===== config.mk =====
export PLATFORM = sky130hd
export DESIGN_NAME = led_blink_breathe_controller_core
export DESIGN_NICKNAME = d
export VERILOG_FILES = /design/src/hdl/lbb_pkg.sv /design/src/hdl/lbb_in_stage.sv /design/src/hdl/lbb_duty.sv /design/src/hdl/lbb_engine.sv /design/src/hdl/led_blink_breathe_controller_core.sv
export SDC_FILE = /design/constraint.sdc
export NUM_CORES = 1
export LEC_CHECK = 0
export BUFFER_PORTS_ARGS = -buffer_cell sky130_fd_sc_hd__buf_2
export CORE_MARGIN = 4
export CORE_UTILIZATION = 51
export DETAILED_ROUTE_END_ITERATION = 8
export GPL_TIMING_DRIVEN = 0
export PLACE_DENSITY = 0.69
export SKIP_CTS_REPAIR_TIMING = 1
export SLEW_MARGIN = 10
export SYNTH_ARGS = -nofsm -noshare
export SYNTH_HDL_FRONTEND = slang
export SYNTH_HIERARCHICAL = 1
export SYNTH_SLANG_ARGS = --single-unit
export TNS_END_PERCENT = 1

===== constraint.sdc =====
create_clock -name i_clk -period 10.2 [get_ports i_clk]
set_input_delay 1.53 -clock i_clk [delete_from_list [all_inputs] [get_ports i_clk]]
set_output_delay 1.53 -clock i_clk [all_outputs]
set_load 0.005 [all_outputs]

===== src/hdl/lbb_pkg.sv =====
`default_nettype none
// ----------------------------------------------------------------------------
// lbb_pkg
// Types and fixed constants shared by the LED blink / breathe controller.
// ----------------------------------------------------------------------------
package lbb_pkg;

    // Event kinds carried in the slave tuser
    typedef enum logic [1:0] {
        KIND_PRESS = 2'd0,
        KIND_BLINK = 2'd1,
        KIND_HOLD  = 2'd2,
        KIND_PWM   = 2'd3
    } t_kind;

    typedef struct packed {
        t_kind kind;
        logic  released;
    } t_evt;

    localparam int unsigned BLINK_W   = 6;
    localparam int unsigned HOLD_W    = 8;
    localparam int unsigned RATE_W    = 3;
    localparam int unsigned SECOND_W  = 4;
    localparam int unsigned TRI_W     = 3;

    localparam logic [BLINK_W-1:0]  BLINK_MAX        = 6'd63;
    localparam logic [HOLD_W-1:0]   HOLD_MAX         = 8'd255;
    localparam logic [HOLD_W-1:0]   LONG_PRESS_RESET = 8'd64;
    localparam logic [RATE_W-1:0]   RATE_LAST        = 3'd4;
    localparam logic [SECOND_W-1:0] TRI_SECONDS      = 4'd10;
    localparam logic [SECOND_W-1:0] HALF_SECONDS     = 4'd5;

    // Blink ticks per LED toggle; codes past the last rate act as rate 0
    function automatic logic [BLINK_W-1:0] rate_limit(input logic [RATE_W-1:0] sel);
        logic [BLINK_W-1:0] lim;
        unique case (sel)
            3'd1:    lim = 6'd16;
            3'd2:    lim = 6'd8;
            3'd3:    lim = 6'd2;
            3'd4:    lim = 6'd1;
            default: lim = 6'd32;
        endcase
        return lim;
    endfunction

endpackage
`default_nettype wire


===== src/hdl/lbb_in_stage.sv =====
`default_nettype none
// ----------------------------------------------------------------------------
// lbb_in_stage
// Input register: captures one event transfer and holds it until the engine
// takes it.
// ----------------------------------------------------------------------------
module lbb_in_stage
    import lbb_pkg::*;
(
    input  wire logic i_clk,
    input  wire logic i_rst_n,
    input  wire logic i_valid,
    output logic      o_ready,
    input  wire t_evt i_evt,
    input  wire logic i_advance,
    output logic      o_valid,
    output t_evt      o_evt
);

    logic r_valid;
    t_evt r_evt;

    // Free slot, or the held event leaves this cycle
    assign o_ready = !r_valid || i_advance;

    always_ff @(posedge i_clk) begin
        if (!i_rst_n) begin
            r_valid <= 1'b0;
        end else if (o_ready) begin
            r_valid <= i_valid;
        end
    end

    always_ff @(posedge i_clk) begin
        if (i_valid && o_ready) begin
            r_evt <= i_evt;
        end
    end

    assign o_valid = r_valid;
    assign o_evt   = r_evt;

endmodule
`default_nettype wire


===== src/hdl/lbb_duty.sv =====
`default_nettype none
// ----------------------------------------------------------------------------
// lbb_duty
// Breathing duty from the triangle position. Each duty level has its own
// position threshold, fixed at elaboration; the duty is the count of
// thresholds reached.
// ----------------------------------------------------------------------------
module lbb_duty
    import lbb_pkg::*;
#(
    parameter int unsigned PWM_STEPS          = 5,
    parameter int unsigned PERIODS_PER_SECOND = 675
) (
    input  wire logic [$clog2(PERIODS_PER_SECOND+1)-1:0] i_period,
    input  wire logic [SECOND_W-1:0]                     i_second,
    output logic      [$clog2(PWM_STEPS+1)-1:0]          o_duty
);

    localparam int unsigned DUTY_W   = $clog2(PWM_STEPS + 1);
    localparam int unsigned POS_W    = $clog2(6 * PERIODS_PER_SECOND);
    localparam int unsigned DutyDen  = 5 * PERIODS_PER_SECOND;
    localparam int unsigned PctFull  = 100;

    logic [SECOND_W-1:0]  w_down;
    logic [TRI_W-1:0]     w_tri;
    logic [POS_W-1:0]     w_pos;
    logic [PWM_STEPS-1:0] w_reached;
    logic [DUTY_W-1:0]    w_count;

    // Rising for the first half of the ten seconds, falling after
    assign w_down = TRI_SECONDS - i_second;
    assign w_tri  = (i_second < HALF_SECONDS) ? i_second[TRI_W-1:0] : w_down[TRI_W-1:0];
    assign w_pos  = POS_W'(i_period) + POS_W'(w_tri) * POS_W'(PERIODS_PER_SECOND);

    for (genvar k = 0; k < PWM_STEPS; k++) begin : g_level
        // Smallest percent that gives duty k+1, then smallest position for it
        localparam int unsigned PctMin = (PctFull * (k + 1) + PWM_STEPS - 1) / PWM_STEPS;
        localparam int unsigned PosMin = (PctMin * DutyDen + PctFull - 1) / PctFull;
        assign w_reached[k] = (w_pos >= POS_W'(PosMin));
    end

    always_comb begin
        w_count = '0;
        for (int k = 0; k < PWM_STEPS; k++) begin
            w_count = w_count + DUTY_W'(w_reached[k]);
        end
    end

    assign o_duty = w_count;

endmodule
`default_nettype wire


===== src/hdl/lbb_engine.sv =====
`default_nettype none
// ----------------------------------------------------------------------------
// lbb_engine
// Controller state, per-event update and result register with its output
// handshake.
// ----------------------------------------------------------------------------
module lbb_engine
    import lbb_pkg::*;
#(
    parameter int unsigned PWM_STEPS          = 5,
    parameter int unsigned PERIODS_PER_SECOND = 675
) (
    input  wire logic              i_clk,
    input  wire logic              i_rst_n,
    input  wire logic              i_cfg_valid,
    input  wire logic [HOLD_W-1:0] i_cfg_data,
    input  wire logic              i_valid,
    input  wire t_evt              i_evt,
    output logic                   o_advance,
    output logic                   o_out_valid,
    input  wire logic              i_out_ready,
    output logic                   o_led,
    output logic                   o_breathing
);

    localparam int unsigned STEP_W = $clog2(PWM_STEPS);
    localparam int unsigned PER_W  = $clog2(PERIODS_PER_SECOND + 1);
    localparam int unsigned DUTY_W = $clog2(PWM_STEPS + 1);
    localparam logic [STEP_W:0] STEPS_C  = (STEP_W + 1)'(PWM_STEPS);
    localparam logic [PER_W:0]  PERIOD_C = (PER_W + 1)'(PERIODS_PER_SECOND);

    logic [HOLD_W-1:0]   r_long_press;
    logic                r_breathe, n_breathe;
    logic                r_blink_en, n_blink_en;
    logic                r_hold_en, n_hold_en;
    logic                r_pwm_en, n_pwm_en;
    logic [RATE_W-1:0]   r_rate, n_rate;
    logic [BLINK_W-1:0]  r_blink, n_blink;
    logic [HOLD_W-1:0]   r_hold, n_hold;
    logic [STEP_W-1:0]   r_step, n_step;
    logic [PER_W-1:0]    r_period, n_period;
    logic [SECOND_W-1:0] r_second, n_second;
    logic [DUTY_W-1:0]   r_duty, n_duty;
    logic                r_stale, n_stale;
    logic                r_led, n_led;
    logic                r_out_valid;

    logic [BLINK_W-1:0]  w_blink_inc;
    logic [HOLD_W-1:0]   w_hold_inc;
    logic [STEP_W:0]     w_step_inc;
    logic                w_step_wrap;
    logic [PER_W:0]      w_period_inc;
    logic                w_period_wrap;
    logic [STEP_W-1:0]   w_pwm_step;
    logic [PER_W-1:0]    w_pwm_period;
    logic [SECOND_W-1:0] w_second_inc;
    logic [SECOND_W-1:0] w_pwm_second;
    logic [DUTY_W-1:0]   w_duty_calc;
    logic [DUTY_W-1:0]   w_pwm_duty;

    assign o_advance = i_valid && (!r_out_valid || i_out_ready);

    // Saturating counters
    assign w_blink_inc = (r_blink < BLINK_MAX) ? r_blink + 1'b1 : r_blink;
    assign w_hold_inc  = (r_hold < HOLD_MAX) ? r_hold + 1'b1 : r_hold;

    // PWM step / period / second chain for a breathing PWM tick
    assign w_step_inc    = {1'b0, r_step} + 1'b1;
    assign w_step_wrap   = (w_step_inc >= STEPS_C);
    assign w_pwm_step    = w_step_wrap ? '0 : w_step_inc[STEP_W-1:0];
    assign w_period_inc  = {1'b0, r_period} + 1'b1;
    assign w_period_wrap = w_step_wrap && (w_period_inc >= PERIOD_C);
    assign w_pwm_period  = !w_step_wrap ? r_period
                         : (w_period_wrap ? '0 : w_period_inc[PER_W-1:0]);
    assign w_second_inc  = w_period_wrap ? r_second + 1'b1 : r_second;
    assign w_pwm_second  = (w_second_inc >= TRI_SECONDS) ? '0 : w_second_inc;

    lbb_duty #(
        .PWM_STEPS          (PWM_STEPS),
        .PERIODS_PER_SECOND (PERIODS_PER_SECOND)
    ) u_duty (
        .i_period (w_pwm_period),
        .i_second (w_pwm_second),
        .o_duty   (w_duty_calc)
    );

    assign w_pwm_duty = (r_stale || w_step_wrap) ? w_duty_calc : r_duty;

    always_comb begin
        n_breathe  = r_breathe;
        n_blink_en = r_blink_en;
        n_hold_en  = r_hold_en;
        n_pwm_en   = r_pwm_en;
        n_rate     = r_rate;
        n_blink    = r_blink;
        n_hold     = r_hold;
        n_step     = r_step;
        n_period   = r_period;
        n_second   = r_second;
        n_duty     = r_duty;
        n_stale    = r_stale;
        n_led      = r_led;
        unique case (i_evt.kind)
            KIND_PRESS: begin
                n_hold     = '0;
                n_hold_en  = 1'b1;
                n_blink_en = 1'b1;
                if (r_breathe) begin
                    n_breathe = 1'b0;
                    n_rate    = '0;
                end else begin
                    n_rate = (r_rate < RATE_LAST) ? r_rate + 1'b1 : '0;
                end
            end
            KIND_BLINK: begin
                if (r_blink_en) begin
                    n_blink = w_blink_inc;
                    if (!r_breathe) begin
                        if (w_blink_inc >= rate_limit(r_rate)) begin
                            n_blink = '0;
                            n_led   = !r_led;
                        end
                    end else begin
                        n_blink_en = 1'b0;
                        n_rate     = '0;
                    end
                end
            end
            KIND_HOLD: begin
                if (r_hold_en) begin
                    n_hold = w_hold_inc;
                    if (i_evt.released) begin
                        n_hold_en = 1'b0;
                    end
                    if (w_hold_inc >= r_long_press && !r_breathe) begin
                        n_blink_en = 1'b0;
                        n_hold_en  = 1'b0;
                        n_breathe  = 1'b1;
                        n_step     = '0;
                        n_period   = '0;
                        n_second   = '0;
                        n_stale    = 1'b1;
                        n_pwm_en   = 1'b1;
                    end
                end
            end
            KIND_PWM: begin
                if (r_pwm_en) begin
                    if (!r_breathe) begin
                        n_pwm_en = 1'b0;
                    end else begin
                        n_step   = w_pwm_step;
                        n_period = w_pwm_period;
                        n_second = w_pwm_second;
                        n_duty   = w_pwm_duty;
                        n_stale  = 1'b0;
                        n_led    = (DUTY_W + 1)'(w_pwm_step) < (DUTY_W + 1)'(w_pwm_duty);
                    end
                end
            end
            default: begin
            end
        endcase
    end

    always_ff @(posedge i_clk) begin
        if (!i_rst_n) begin
            r_long_press <= LONG_PRESS_RESET;
        end else if (i_cfg_valid) begin
            r_long_press <= i_cfg_data;
        end
    end

    always_ff @(posedge i_clk) begin
        if (!i_rst_n) begin
            r_breathe  <= 1'b0;
            r_blink_en <= 1'b1;
            r_hold_en  <= 1'b0;
            r_pwm_en   <= 1'b0;
            r_rate     <= '0;
            r_blink    <= '0;
            r_hold     <= '0;
            r_step     <= '0;
            r_period   <= '0;
            r_second   <= '0;
            r_duty     <= '0;
            r_stale    <= 1'b1;
            r_led      <= 1'b0;
        end else if (o_advance) begin
            r_breathe  <= n_breathe;
            r_blink_en <= n_blink_en;
            r_hold_en  <= n_hold_en;
            r_pwm_en   <= n_pwm_en;
            r_rate     <= n_rate;
            r_blink    <= n_blink;
            r_hold     <= n_hold;
            r_step     <= n_step;
            r_period   <= n_period;
            r_second   <= n_second;
            r_duty     <= n_duty;
            r_stale    <= n_stale;
            r_led      <= n_led;
        end
    end

    always_ff @(posedge i_clk) begin
        if (!i_rst_n) begin
            r_out_valid <= 1'b0;
        end else if (o_advance) begin
            r_out_valid <= 1'b1;
        end else if (i_out_ready) begin
            r_out_valid <= 1'b0;
        end
    end

    // State only moves when the result slot is free, so it doubles as the result
    assign o_out_valid = r_out_valid;
    assign o_led       = r_led;
    assign o_breathing = r_breathe;

endmodule
`default_nettype wire


===== src/hdl/led_blink_breathe_controller_core.sv =====
`default_nettype none
// ----------------------------------------------------------------------------
// led_blink_breathe_controller_core
// One-LED blink / breathe controller driven by an event stream.
// ----------------------------------------------------------------------------
// Each event transfer (press edge, blink tick, hold tick or PWM tick) yields
// exactly one result transfer carrying the LED level and the breathing flag
// after that event. Throughput is one event per clock while results are taken;
// each event passes the input register and then the state / result register,
// with the whole update (counters, blink rate compare and the breathing duty
// lookup) done by logic between them. s_axis_tready depends combinationally on
// m_axis_tready, so the block keeps accepting while a result waits and stalls
// only when both registers are full. There is no clearing pass after reset.
// The long press threshold may be written at any time the block is idle;
// the configuration channel is always ready.
// ----------------------------------------------------------------------------
module led_blink_breathe_controller_core
    import lbb_pkg::*;
#(
    parameter int unsigned PWM_STEPS          = 5,
    parameter int unsigned PERIODS_PER_SECOND = 675
) (
    input  wire logic       i_clk,
    input  wire logic       i_rst_n,
    // Configuration write: long press threshold in hold ticks
    input  wire logic       i_cfg_valid,
    output logic            o_cfg_ready,
    input  wire logic [7:0] i_cfg_data,
    // Event stream
    input  wire logic       s_axis_tvalid,
    output logic            s_axis_tready,
    input  wire logic [7:0] s_axis_tdata,   // [0] button_level (1 = released), [7:1] zero
    input  wire logic [1:0] s_axis_tuser,   // [1:0] kind
    // Result stream
    output logic            m_axis_tvalid,
    input  wire logic       m_axis_tready,
    output logic [7:0]      m_axis_tdata,   // [0] led, [7:1] zero
    output logic [0:0]      m_axis_tuser    // [0] breathing
);

    t_evt w_s_evt;
    t_evt w_q_evt;
    logic w_q_valid;
    logic w_advance;
    logic w_led;
    logic w_breathing;

    assign o_cfg_ready = 1'b1;

    // Pack the incoming fields for the input register
    assign w_s_evt.kind     = t_kind'(s_axis_tuser);
    assign w_s_evt.released = s_axis_tdata[0];

    lbb_in_stage u_in_stage (
        .i_clk     (i_clk),
        .i_rst_n   (i_rst_n),
        .i_valid   (s_axis_tvalid),
        .o_ready   (s_axis_tready),
        .i_evt     (w_s_evt),
        .i_advance (w_advance),
        .o_valid   (w_q_valid),
        .o_evt     (w_q_evt)
    );

    // Apply the held event to the controller state and present the result
    lbb_engine #(
        .PWM_STEPS          (PWM_STEPS),
        .PERIODS_PER_SECOND (PERIODS_PER_SECOND)
    ) u_engine (
        .i_clk       (i_clk),
        .i_rst_n     (i_rst_n),
        .i_cfg_valid (i_cfg_valid),
        .i_cfg_data  (i_cfg_data),
        .i_valid     (w_q_valid),
        .i_evt       (w_q_evt),
        .o_advance   (w_advance),
        .o_out_valid (m_axis_tvalid),
        .i_out_ready (m_axis_tready),
        .o_led       (w_led),
        .o_breathing (w_breathing)
    );

    assign m_axis_tdata = {7'b0, w_led};
    assign m_axis_tuser = w_breathing;

endmodule
`default_nettype wire


# After elaboration in Yosys (flattened, before gate mapping)
# Cells that the tools add are included.
# totals
register_bits	56
output_inout_bits	12
input_bits	23
word_cells	152
# op_classes
magnitude_cmp	15
eq_ne	15
n_mul	1
n_mux	63
reduce_logical	28
addsub	12
# op_table
cell	count
10-bit two-way mux	6
6-bit two-way mux	6
3-bit two-way mux	11
12-bit by 11-bit greater-or-equal comparator with 1-bit output (second input constant)	2
12-bit greater-or-equal comparator (second input constant)	2
4-bit two-way mux	6
6-bit case mux with 4 select lines	1
1-bit two-way mux	20
10-bit case mux with 2 select lines	1
4-bit AND reduction	5
8-bit two-way mux	2
8-bit case mux with 2 select lines	1
2-bit by 1-bit inequality test with 1-bit output (second input constant)	7
10-bit by 12-bit adder with 12-bit output	1
12-bit by 10-bit greater-or-equal comparator with 1-bit output (second input constant)	1
3-bit by 10-bit multiplier with 12-bit output (second input constant)	1
3-bit case mux with 2 select lines	2
10-bit by 1-bit adder with 11-bit output (second input constant)	1
11-bit by 10-bit greater-or-equal comparator with 1-bit output (second input constant)	1
1-bit case mux with 2 select lines	5
2-bit nonzero test	5
8-bit by 1-bit adder with 8-bit output (second input constant)	1
8-bit greater-or-equal comparator	1
8-bit less-than comparator (second input constant)	1
other kinds (32)	44

# Longest topological paths before layout
# Gate-level depths: netlist (run 1).
# logic_depth
word_depth	20
mapped_depth	35
ltp_nobuf	35

# Hierarchy
# The synthesis (run 1) kept the hierarchy.
# by_module_without_submodules
module	n_inst	area_each_um2	seq_area_each_um2	cells_each
lbb_engine	1	3369.5	1041.0	423
lbb_duty	1	924.6	0.0	113
lbb_in_stage	1	147.6	110.1	8
led_blink_breathe_controller_core	1	75.1	0.0	11

# Worst setup path before layout (run 1)
# OpenSTA, ideal clock, no wires.
# synth_path
path_kind	register to register
from	reg u_engine.r_step[0]
to	reg u_engine.r_led (netlist: u_engine/o_led)
arrival_time_ps	7467
required_time_ps	10068
path_buffers	0
period_less_slack_ps	7599
stages_incl_launch_ff	33
setup_ps	132
setup_slack_ps	2601
cell_sequence	dfxtp_1 inv_1 ha_1 nand2b_1 a22o_1 a22oi_1 a21oi_2 or3_1 a31oi_1 inv_1 ha_1 inv_1 a21oi_1 a21oi_1 xnor2_1 fa_1 inv_1 fa_1 nand2b_1 a21oi_1 nor4_1 a2111oi_4 a211oi_1 o31ai_1 fa_1 fa_1 ha_1 mux2i_1 ha_1 nand2_1 a221oi_1 nand3b_1 a21oi_1
# synth_via
elab_chain_len	20
word_cells_on_any_way	29
classes_between	7 x add/sub; 1 x mul; 9 x order compare; 10 x mux; 2 x reduce/logical
# synth_rtl
item	line_no	text
start: declaration	lbb_engine.sv:40	logic [STEP_W-1:0] r_step, n_step;
start signal: assignment	lbb_engine.sv:197	r_step <= n_step;
3-bit by 1-bit adder with 4-bit output *	lbb_engine.sv:68	assign w_step_inc = {1'b0, r_step} + 1'b1;
4-bit by 3-bit greater-or-equal comparator with 1-bit output *	lbb_engine.sv:69	assign w_step_wrap = (w_step_inc >= STEPS_C);
1-bit logical AND *	lbb_engine.sv:72	assign w_period_wrap = w_step_wrap && (w_period_inc >= PERIOD_C);
4-bit two-way mux *	lbb_engine.sv:75	assign w_second_inc = w_period_wrap ? r_second + 1'b1 : r_second;
4-bit greater-or-equal comparator	lbb_engine.sv:76	assign w_pwm_second = (w_second_inc >= TRI_SECONDS) ? '0 : w_second_inc;
4-bit two-way mux *	lbb_engine.sv:76	
via u_engine.w_pwm_second[0]	lbb_engine.sv:57	logic [SECOND_W-1:0] w_pwm_second;
4-bit by 3-bit less-than comparator with 1-bit output / 2-bit by 3-bit subtractor with 3-bit output (equally long branches)	lbb_duty.sv:32, lbb_duty.sv:31	
[... 6 more ...]	-	
3-bit by 1-bit adder with 3-bit output	lbb_duty.sv:45	w_count = w_count + DUTY_W'(w_reached[k]);
3-bit by 1-bit adder with 3-bit output *	lbb_duty.sv:45	
via u_engine.w_duty_calc[1]	lbb_engine.sv:58	logic [DUTY_W-1:0] w_duty_calc;
3-bit two-way mux *	lbb_engine.sv:87	assign w_pwm_duty = (r_stale || w_step_wrap) ? w_duty_calc : r_duty;
3-bit less-than comparator *	lbb_engine.sv:157	n_led = (DUTY_W + 1)'(w_pwm_step) < (DUTY_W + 1)'(w_pwm_duty);
1-bit two-way mux *	lbb_engine.sv:149	if (!r_breathe) begin
1-bit two-way mux *	lbb_engine.sv:148	if (r_pwm_en) begin
1-bit case mux with 2 select lines *	lbb_engine.sv:103	unique case (i_evt.kind)
end signal: assignment	lbb_engine.sv:202	r_led <= n_led;
end: declaration	lbb_engine.sv:45	logic r_led, n_led;
# Mark *: on every way through the listed nets, which the timed path passes. The rest lies on a longest branch. The select of a mux whose other input is x is not followed.
# A chain may end at the register's enable or synchronous reset.

# Final worst setup path (run 1)
# Ends and elaborated chain as after synthesis.

==> summary.md, run 1 <==
| Metric | Value |
|---|---|
| Slowest CP cell | a22oi_1 |
| Pwr dens | 81.0 mW/mm2 |
| Slowest Stage Delay on Critical Path | 0.66 ns |
| GR Util All Layers | 19.8% |
| Worst-path maximum fanout | 8 |
| CTS tree | yes |
| Synth top area share | 23.5% |
| Clock root buffer | clkbuf_8 |
| Yosys top cell by area | dfxtp_1 |
| Antenna cells | 0 |
| Mapped Cells | 555 |
| P_leak | 2.05 nW |
| Placement row count | 34 |
| Via count | 4,024 |
| Clock Tree Buf Depth | 2 |
| Setup Viol. Count Final | 0 |
| Slew @ Worst Pin | 1.22 ns |
| Distinct cells, synth | 72 |
| Hpwl dp | 7710 um |
| Maximum VDD drop | 0.0670 mV |
| Synth top area cells | dfxtp_1 23%, ha_1 13%, nor2_1 5.0%, nand2_1 3.9%, a21oi_1 3.8% |
| Register area share after synthesis | 25.5% |
| Synthesis Warnings | 6 |
| Die H | 102 um |
| Register area | 0.00115 mm2 |
| Max cap viols | 0 |
| First-pass GRT wire length | 17,200 um |
| H-tree levels | 2 |
| Most common cell after layout, fill and taps aside | nor2_1 |
| Fin crit period | 8.84 ns |
| Initial DRC Count | 266 |
| Starting density of the core | 52.0% |
| FMAX | 113 MHz |
| Drt first pass iters | 6 |
| Avg Cell Area, Syn | 8.14 um2 |
| Routed Antenna Nets | 0 |
| Initial antenna violation count | 0 |
| Fin. Hold Viols | 0 |
| CORE AREA | 0.00868 mm2 |
| Post-synth EDFFs | 3 |
| Worst path required time | 10.45 ns |
| Num CTS Buffers | 5 |
| Fin nets | 660 |
| Port Buf Inserts | 18 |
| WHS | 0.498 ns |
| Startpoint class of the critical path | flop |
| Outcome | finished, final reports clean |
| HP Class | reg2reg |
| FF+latch count, synth | 56 |
| Area of the multi-input gates | 0.00313 mm2 |
| Inst Count DP | 687 |
| Grt ovf | 0 |
| WP data arrival | 9.09 ns |
| Clock transition at path regs | 0.11 ns |
| Slew Viols, Final | 0 |
| Final Skew | 0.0124 ns |
| Crit Path Category | reg2reg |
| Routed WL | 9900 um |
| WP buf/inv | 4 |
| Vias per std cell | 5.79 |
| CP delay by family, top | compound AO/OA/AOI/OAI gates |
| Top_reg_cell synth | dfxtp_1 |
| Remaining DRCs | 0 |
| Largest net degree at the start of global routing | 21 |
| Die area | 0.0104 mm2 |
| # IOs | 35 |
| Filler cells | 836 |
| Setup tns final | 0 ns |
| Num Clock Sinks | 56 |
| Layout area overhead | 7.65% |
| Later-pin clock latency in the skew report | 0.32 ns |
| Drt wl/cell | 14.2 um |
| Die X | 102 um |
| Cell Count, Final, Fillers Out | 695 |
| Asr flop ratio synth | 0% |
| Mapped Area | 0.00452 mm2 |
| RSZ-0062 raised after global routing | no |
| Layout cells sized above 1 | 10.2% |
| Most frequent cells in the layout | 60 x nor2_1, 53 x dfxtp_1, 47 x nand2_1, 47 x ha_1, 34 x a21oi_1 |
| Vias in the first global route | 3,720 |
| Gpl congestion | 0.893 |
| Final period utilization | 86.7% |
| Slew HR | 18.2% |
| Crit end category | flop |
## final cells by class
| class | instances | share of cell area (%) |
|---|---|---|
| Sequential cell | 56 | 23.7 |
| Buffer | 28 | 2.96 |
| Tap cell | 108 | 2.78 |
| Timing Repair Buffer | 18 | 1.85 |
| Clock buffer | 5 | 1.42 |
| Inverter | 30 | 2.32 |
| Clock inverter | 3 | 0.592 |
| Multi-Input combinational cell | 447 | 64.4 |
## cells in the mapped netlist (3+ instances only)
cell type	instances
nand2b_1	10
and3_1	6
a211oi_1	5
a32o_1	4
fa_1	4
ha_1	47
and2_1	9
xnor2_1	15
or3_1	3
nor2b_1	6
clkbuf_1	14
edfxtp_1	3
nor3_1	8
mux2_2	3
dfxtp_1	53
a31oi_1	9
nand4_1	8
nand3_1	23
buf_4	10
or2_2	4
a21oi_1	34
a22o_1	17
o211ai_1	8
nand2_1	47
nor2_1	60
o21ai_1	4
a21o_1	7
nand3b_1	3
mux2i_1	12
buf_1	3
inv_1	29
o31ai_1	6
a22oi_1	13
o21ai_0	17
xor2_1	6
## flip-flops by register name (all words and copies together) (netlist names)
| name | count |
|---|---|
| u_engine/r_rate | 3 |
| u_engine/r_step | 3 |
| u_engine/r_blink | 6 |
| u_engine/r_hold | 8 |
| u_engine/r_blink_en | 1 |
| u_engine/o_out_valid | 1 |
| u_in_stage/o_valid | 1 |
| u_in_stage/o_evt | 3 |
| u_engine/r_second | 4 |
| u_engine/r_period | 10 |
| u_engine/r_pwm_en | 1 |
| u_engine/o_led | 1 |
| u_engine/o_breathing | 1 |
| u_engine/r_stale | 1 |
| u_engine/r_duty | 3 |
| u_engine/r_long_press | 8 |
| u_engine/r_hold_en | 1 |
## where the power goes
part	switching, W	internal (W)	leakage (nW)
Sequential	0.00000260	0.000224	0.458
Clock	0.0000848	0.0000522	0.0511
Combinational	0.0000170	0.0000126	1.54
Total	0.000104	0.000289	2.05
## worst paths after layout
path	startpoint	end	slack [ns]	cells past startpoint
worst max-delay path	u_engine/r_step[0]	u_engine/o_led	1.36	32
worst max register to register	u_engine/r_step[0]	u_engine/o_led	1.36	32
worst min-delay path	u_engine/r_rate[1]	u_engine/r_rate[1]	0.50	2
worst min register to register	u_engine/r_rate[1]	u_engine/r_rate[1]	0.50	2
## cells by family after synthesis
family | synth area share (%)
XOR/XNOR | 4.60
multiplexers | 3.41
AND/OR/NAND/NOR | 20.9
other | 0.166
buffers and inverters | 5.68
adder cells (fa/ha/maj) | 14.8
AO/OA/AOI/OAI | 25.0
flip-flops | 25.5
## tightest hold or removal path, stage by stage, from the launching register on
cell and delay, ns:
dfxtp_1 0.35, nand2_1 0.06, a21oi_1 0.05
## routing by layer
metal / vias to the layer above / wire length, um / track usage [%]
li1: 2064 / - / -
met4: 0 / 80 / 4.14
met3: 8 / 366 / 2.32
met5: - / 0 / 0
met1: 1873 / 4710 / 27.4
met2: 79 / 4740 / 33.3
## per-stage QoR
step,setup WS (ns),power [W],util (%),cell area [um2]
final,1.36,0.000394,56.0,4860
after global routing,0.627,0.000413,56.0,4860
after CTS,1.28,0.000398,56.0,4860
after detailed placement,1.33,0.000262,54.9,4760
after global placement,1.49,0.000260,54.9,4760
after floorplan,2.60,0.000252,-,4540
(Power assumes the default switching activity.)
==> run 2: changes to the inputs <==
--- a/config.mk
+++ b/config.mk
@@ -7,2 +7,3 @@
 export LEC_CHECK = 0
+export ABC_CLOCK_PERIOD_IN_PS = 10200
 export BUFFER_PORTS_ARGS = -buffer_cell sky130_fd_sc_hd__buf_2
@@ -11,3 +12,3 @@
 export DETAILED_ROUTE_END_ITERATION = 8
-export GPL_TIMING_DRIVEN = 0
+export GPL_TIMING_DRIVEN = 1
 export PLACE_DENSITY = 0.69
--- a/constraint.sdc
+++ b/constraint.sdc
@@ -3,2 +3,2 @@
 set_output_delay 1.53 -clock i_clk [all_outputs]
-set_load 0.005 [all_outputs]
+set_load 0.01 [all_outputs]
==> summary.md, run 2 (same netlist as run 1, synthesis figures left out) <==
| Metric | Value |
|---|---|
| Outcome | finished, final reports clean |
| Crit end category | flop |
| Fin. Hold Viols | 0 |
| Final Core Density | 54.5% |
| Worst flop-to-flop path endpoint | u_engine/o_led |
| Later-pin clock latency in the skew report | 0.32 ns |
| Placement row count | 34 |
| Slew @ Worst Pin | 1.07 ns |
| H-tree levels | 2 |
| GR Util All Layers | 19.2% |
| Gpl congestion | 0.885 |
| RSZ-0062 raised after global routing | no |
| Slew HR | 28.7% |
| Largest regs | u_engine/r_period x10, u_engine/r_hold x8, u_engine/r_long_press x8 |
| Routed WL | 9620 um |
| Reg-to-Reg Start | u_engine/r_period[0] |
| HP Class | reg2reg |
| Antenna cells | 0 |
| Setup tns final | 0 ns |
| Crit Path Category | reg2reg |
| Switching Fraction | 25.7% |
| Final Skew | 0.0111 ns |
| Max cap viols | 0 |
| Worst-path maximum fanout | 9 |
| Clock power share | 33.9% |
| Maximum VDD drop | 0.0546 mV |
| Setup Viol. Count Final | 0 |
| Clock root buffer | clkbuf_8 |
| WP data arrival | 8.97 ns |
| Worst r2r path cells | 32 |
| Drt wl/cell | 14.4 um |
| Hold_sp | u_engine/r_pwm_en |
| Post-route cell area | 0.00473 mm2 |
| Clock transition at path regs | 0.10 ns |
| Die X | 102 um |
| Grt ovf | 0 |
| Hold Crit Endpoint | u_engine/r_pwm_en |
| Die area | 0.0104 mm2 |
| Clock Tree Buf Depth | 2 |
| Comb power frac | 6.9% |
| Final period utilization | 85.6% |
| Num CTS Buffers | 5 |
| Routed Antenna Nets | 0 |
| Startpoint class of the critical path | flop |
| Fin crit period | 8.73 ns |
| CTS tree | yes |
| Most common cell after layout, fill and taps aside | nor2_1 |
| Largest net degree at the start of global routing | 38 |
| Port Buf Inserts | 19 |
| CORE AREA | 0.00868 mm2 |
| Slowest Stage Delay on Critical Path | 0.67 ns |
| Drt first pass iters | 4 |
| Vias per std cell | 5.93 |
| Filler cells | 829 |
| Num Clock Sinks | 56 |
| Reg power frac | 59.3% |
| R2R Setup Slk | 1.47 ns |
| Int Power | 0.000285 W |
| FMAX | 115 MHz |
| Layout area overhead | 4.79% |
| Worst path required time | 10.44 ns |
| Pwr dens | 81.1 mW/mm2 |
| Fin nets | 635 |
| Layout cells sized above 1 | 9.25% |
| Switch Pwr | 0.0000987 W |
| Most frequent cells in the layout | 60 x nor2_1, 53 x dfxtp_1, 47 x nand2_1, 47 x ha_1, 34 x a21oi_1 |
| Cell depth of the worst min-delay path | 2 |
| # IOs | 35 |
| Largest register FFs | 10 |
| Post-DP Area | 0.00464 mm2 |
| Initial DRC Count | 261 |
| Initial antenna violation count | 0 |
| Biggest register | u_engine/r_period |
| Hpwl dp | 7240 um |
| Slowest CP cell | a31oi_1 |
| Vias in the first global route | 3,773 |
| Remaining DRCs | 0 |
| Starting density of the core | 52.0% |
| P_leak | 1.98 nW |
| Slew Viols, Final | 0 |
| Die H | 102 um |
| Via count | 3,972 |
| First-pass GRT wire length | 16,600 um |
## run 2: metal layers
metal / track usage (%) / vias to the layer above / wire, um
li1: - / 2008 / -
met1: 25.3 / 1874 / 4590
met2: 32.7 / 76 / 4510
met3: 2.53 / 14 / 360
met4: 5.95 / 0 / 161
met5: 0 / - / 0
## run 2: area by class of cell
class	count	area, um2	share of cell area (%)
clock buffer	5	68.8	1.45
multi-input combinational	447	3130	66.2
clock inverter	3	23.8	0.502
tap	108	135	2.85
inverter	30	113	2.38
sequential	56	1150	24.3
timing repair buffer	21	110	2.33
## run 2: stage by stage
step / hold WS, ns / worst slack [ns] / std cells / total power, W
3_3_place_gp: 0.472 / 1.69 / 662 / 0.000258
3_5_place_dp: 0.468 / 1.54 / 662 / 0.000259
2_1_floorplan: 0.454 / 2.60 / 561 / 0.000253
5_1_grt: 0.515 / 0.797 / 670 / 0.000405
4_1_cts: 0.484 / 1.47 / 670 / 0.000391
6_report: 0.481 / 1.47 / 670 / 0.000384
## run 2: worst max-delay path by stage
stage                           endpoint  slack, ns            startpoint  cells past startpoint
after floorplan           u_engine/o_led       2.60    u_engine/r_step[0]                     32
after global placement    u_engine/o_led       1.69  u_engine/r_period[0]                     33
after detailed placement  u_engine/o_led       1.54  u_engine/r_period[0]                     33
after CTS                 u_engine/o_led       1.47  u_engine/r_period[0]                     33
after global routing      u_engine/o_led       0.80  u_engine/r_period[0]                     32
final                     u_engine/o_led       1.47  u_engine/r_period[0]                     32
## run 2: worst max-delay path: cells and delay by family (launching register included)
kind,cells,cell delay [ns]
fa+ha+maj,8,3.05
buf+inv,3,0.26
simple gates,6,1.06
xor+xnor,2,0.36
mux,1,0.21
flops,1,0.46
compound gates,12,3.28
## run 2: power groups by stage
stage	clock, W	combinational [W]	sequential, W
2_1_floorplan	0	0.0000218	0.000231
3_3_place_gp	0	0.0000256	0.000232
3_5_place_dp	0	0.0000263	0.000233
4_1_cts	0.000137	0.0000265	0.000228
5_1_grt	0.000147	0.0000302	0.000228
6_report	0.000130	0.0000263	0.000228
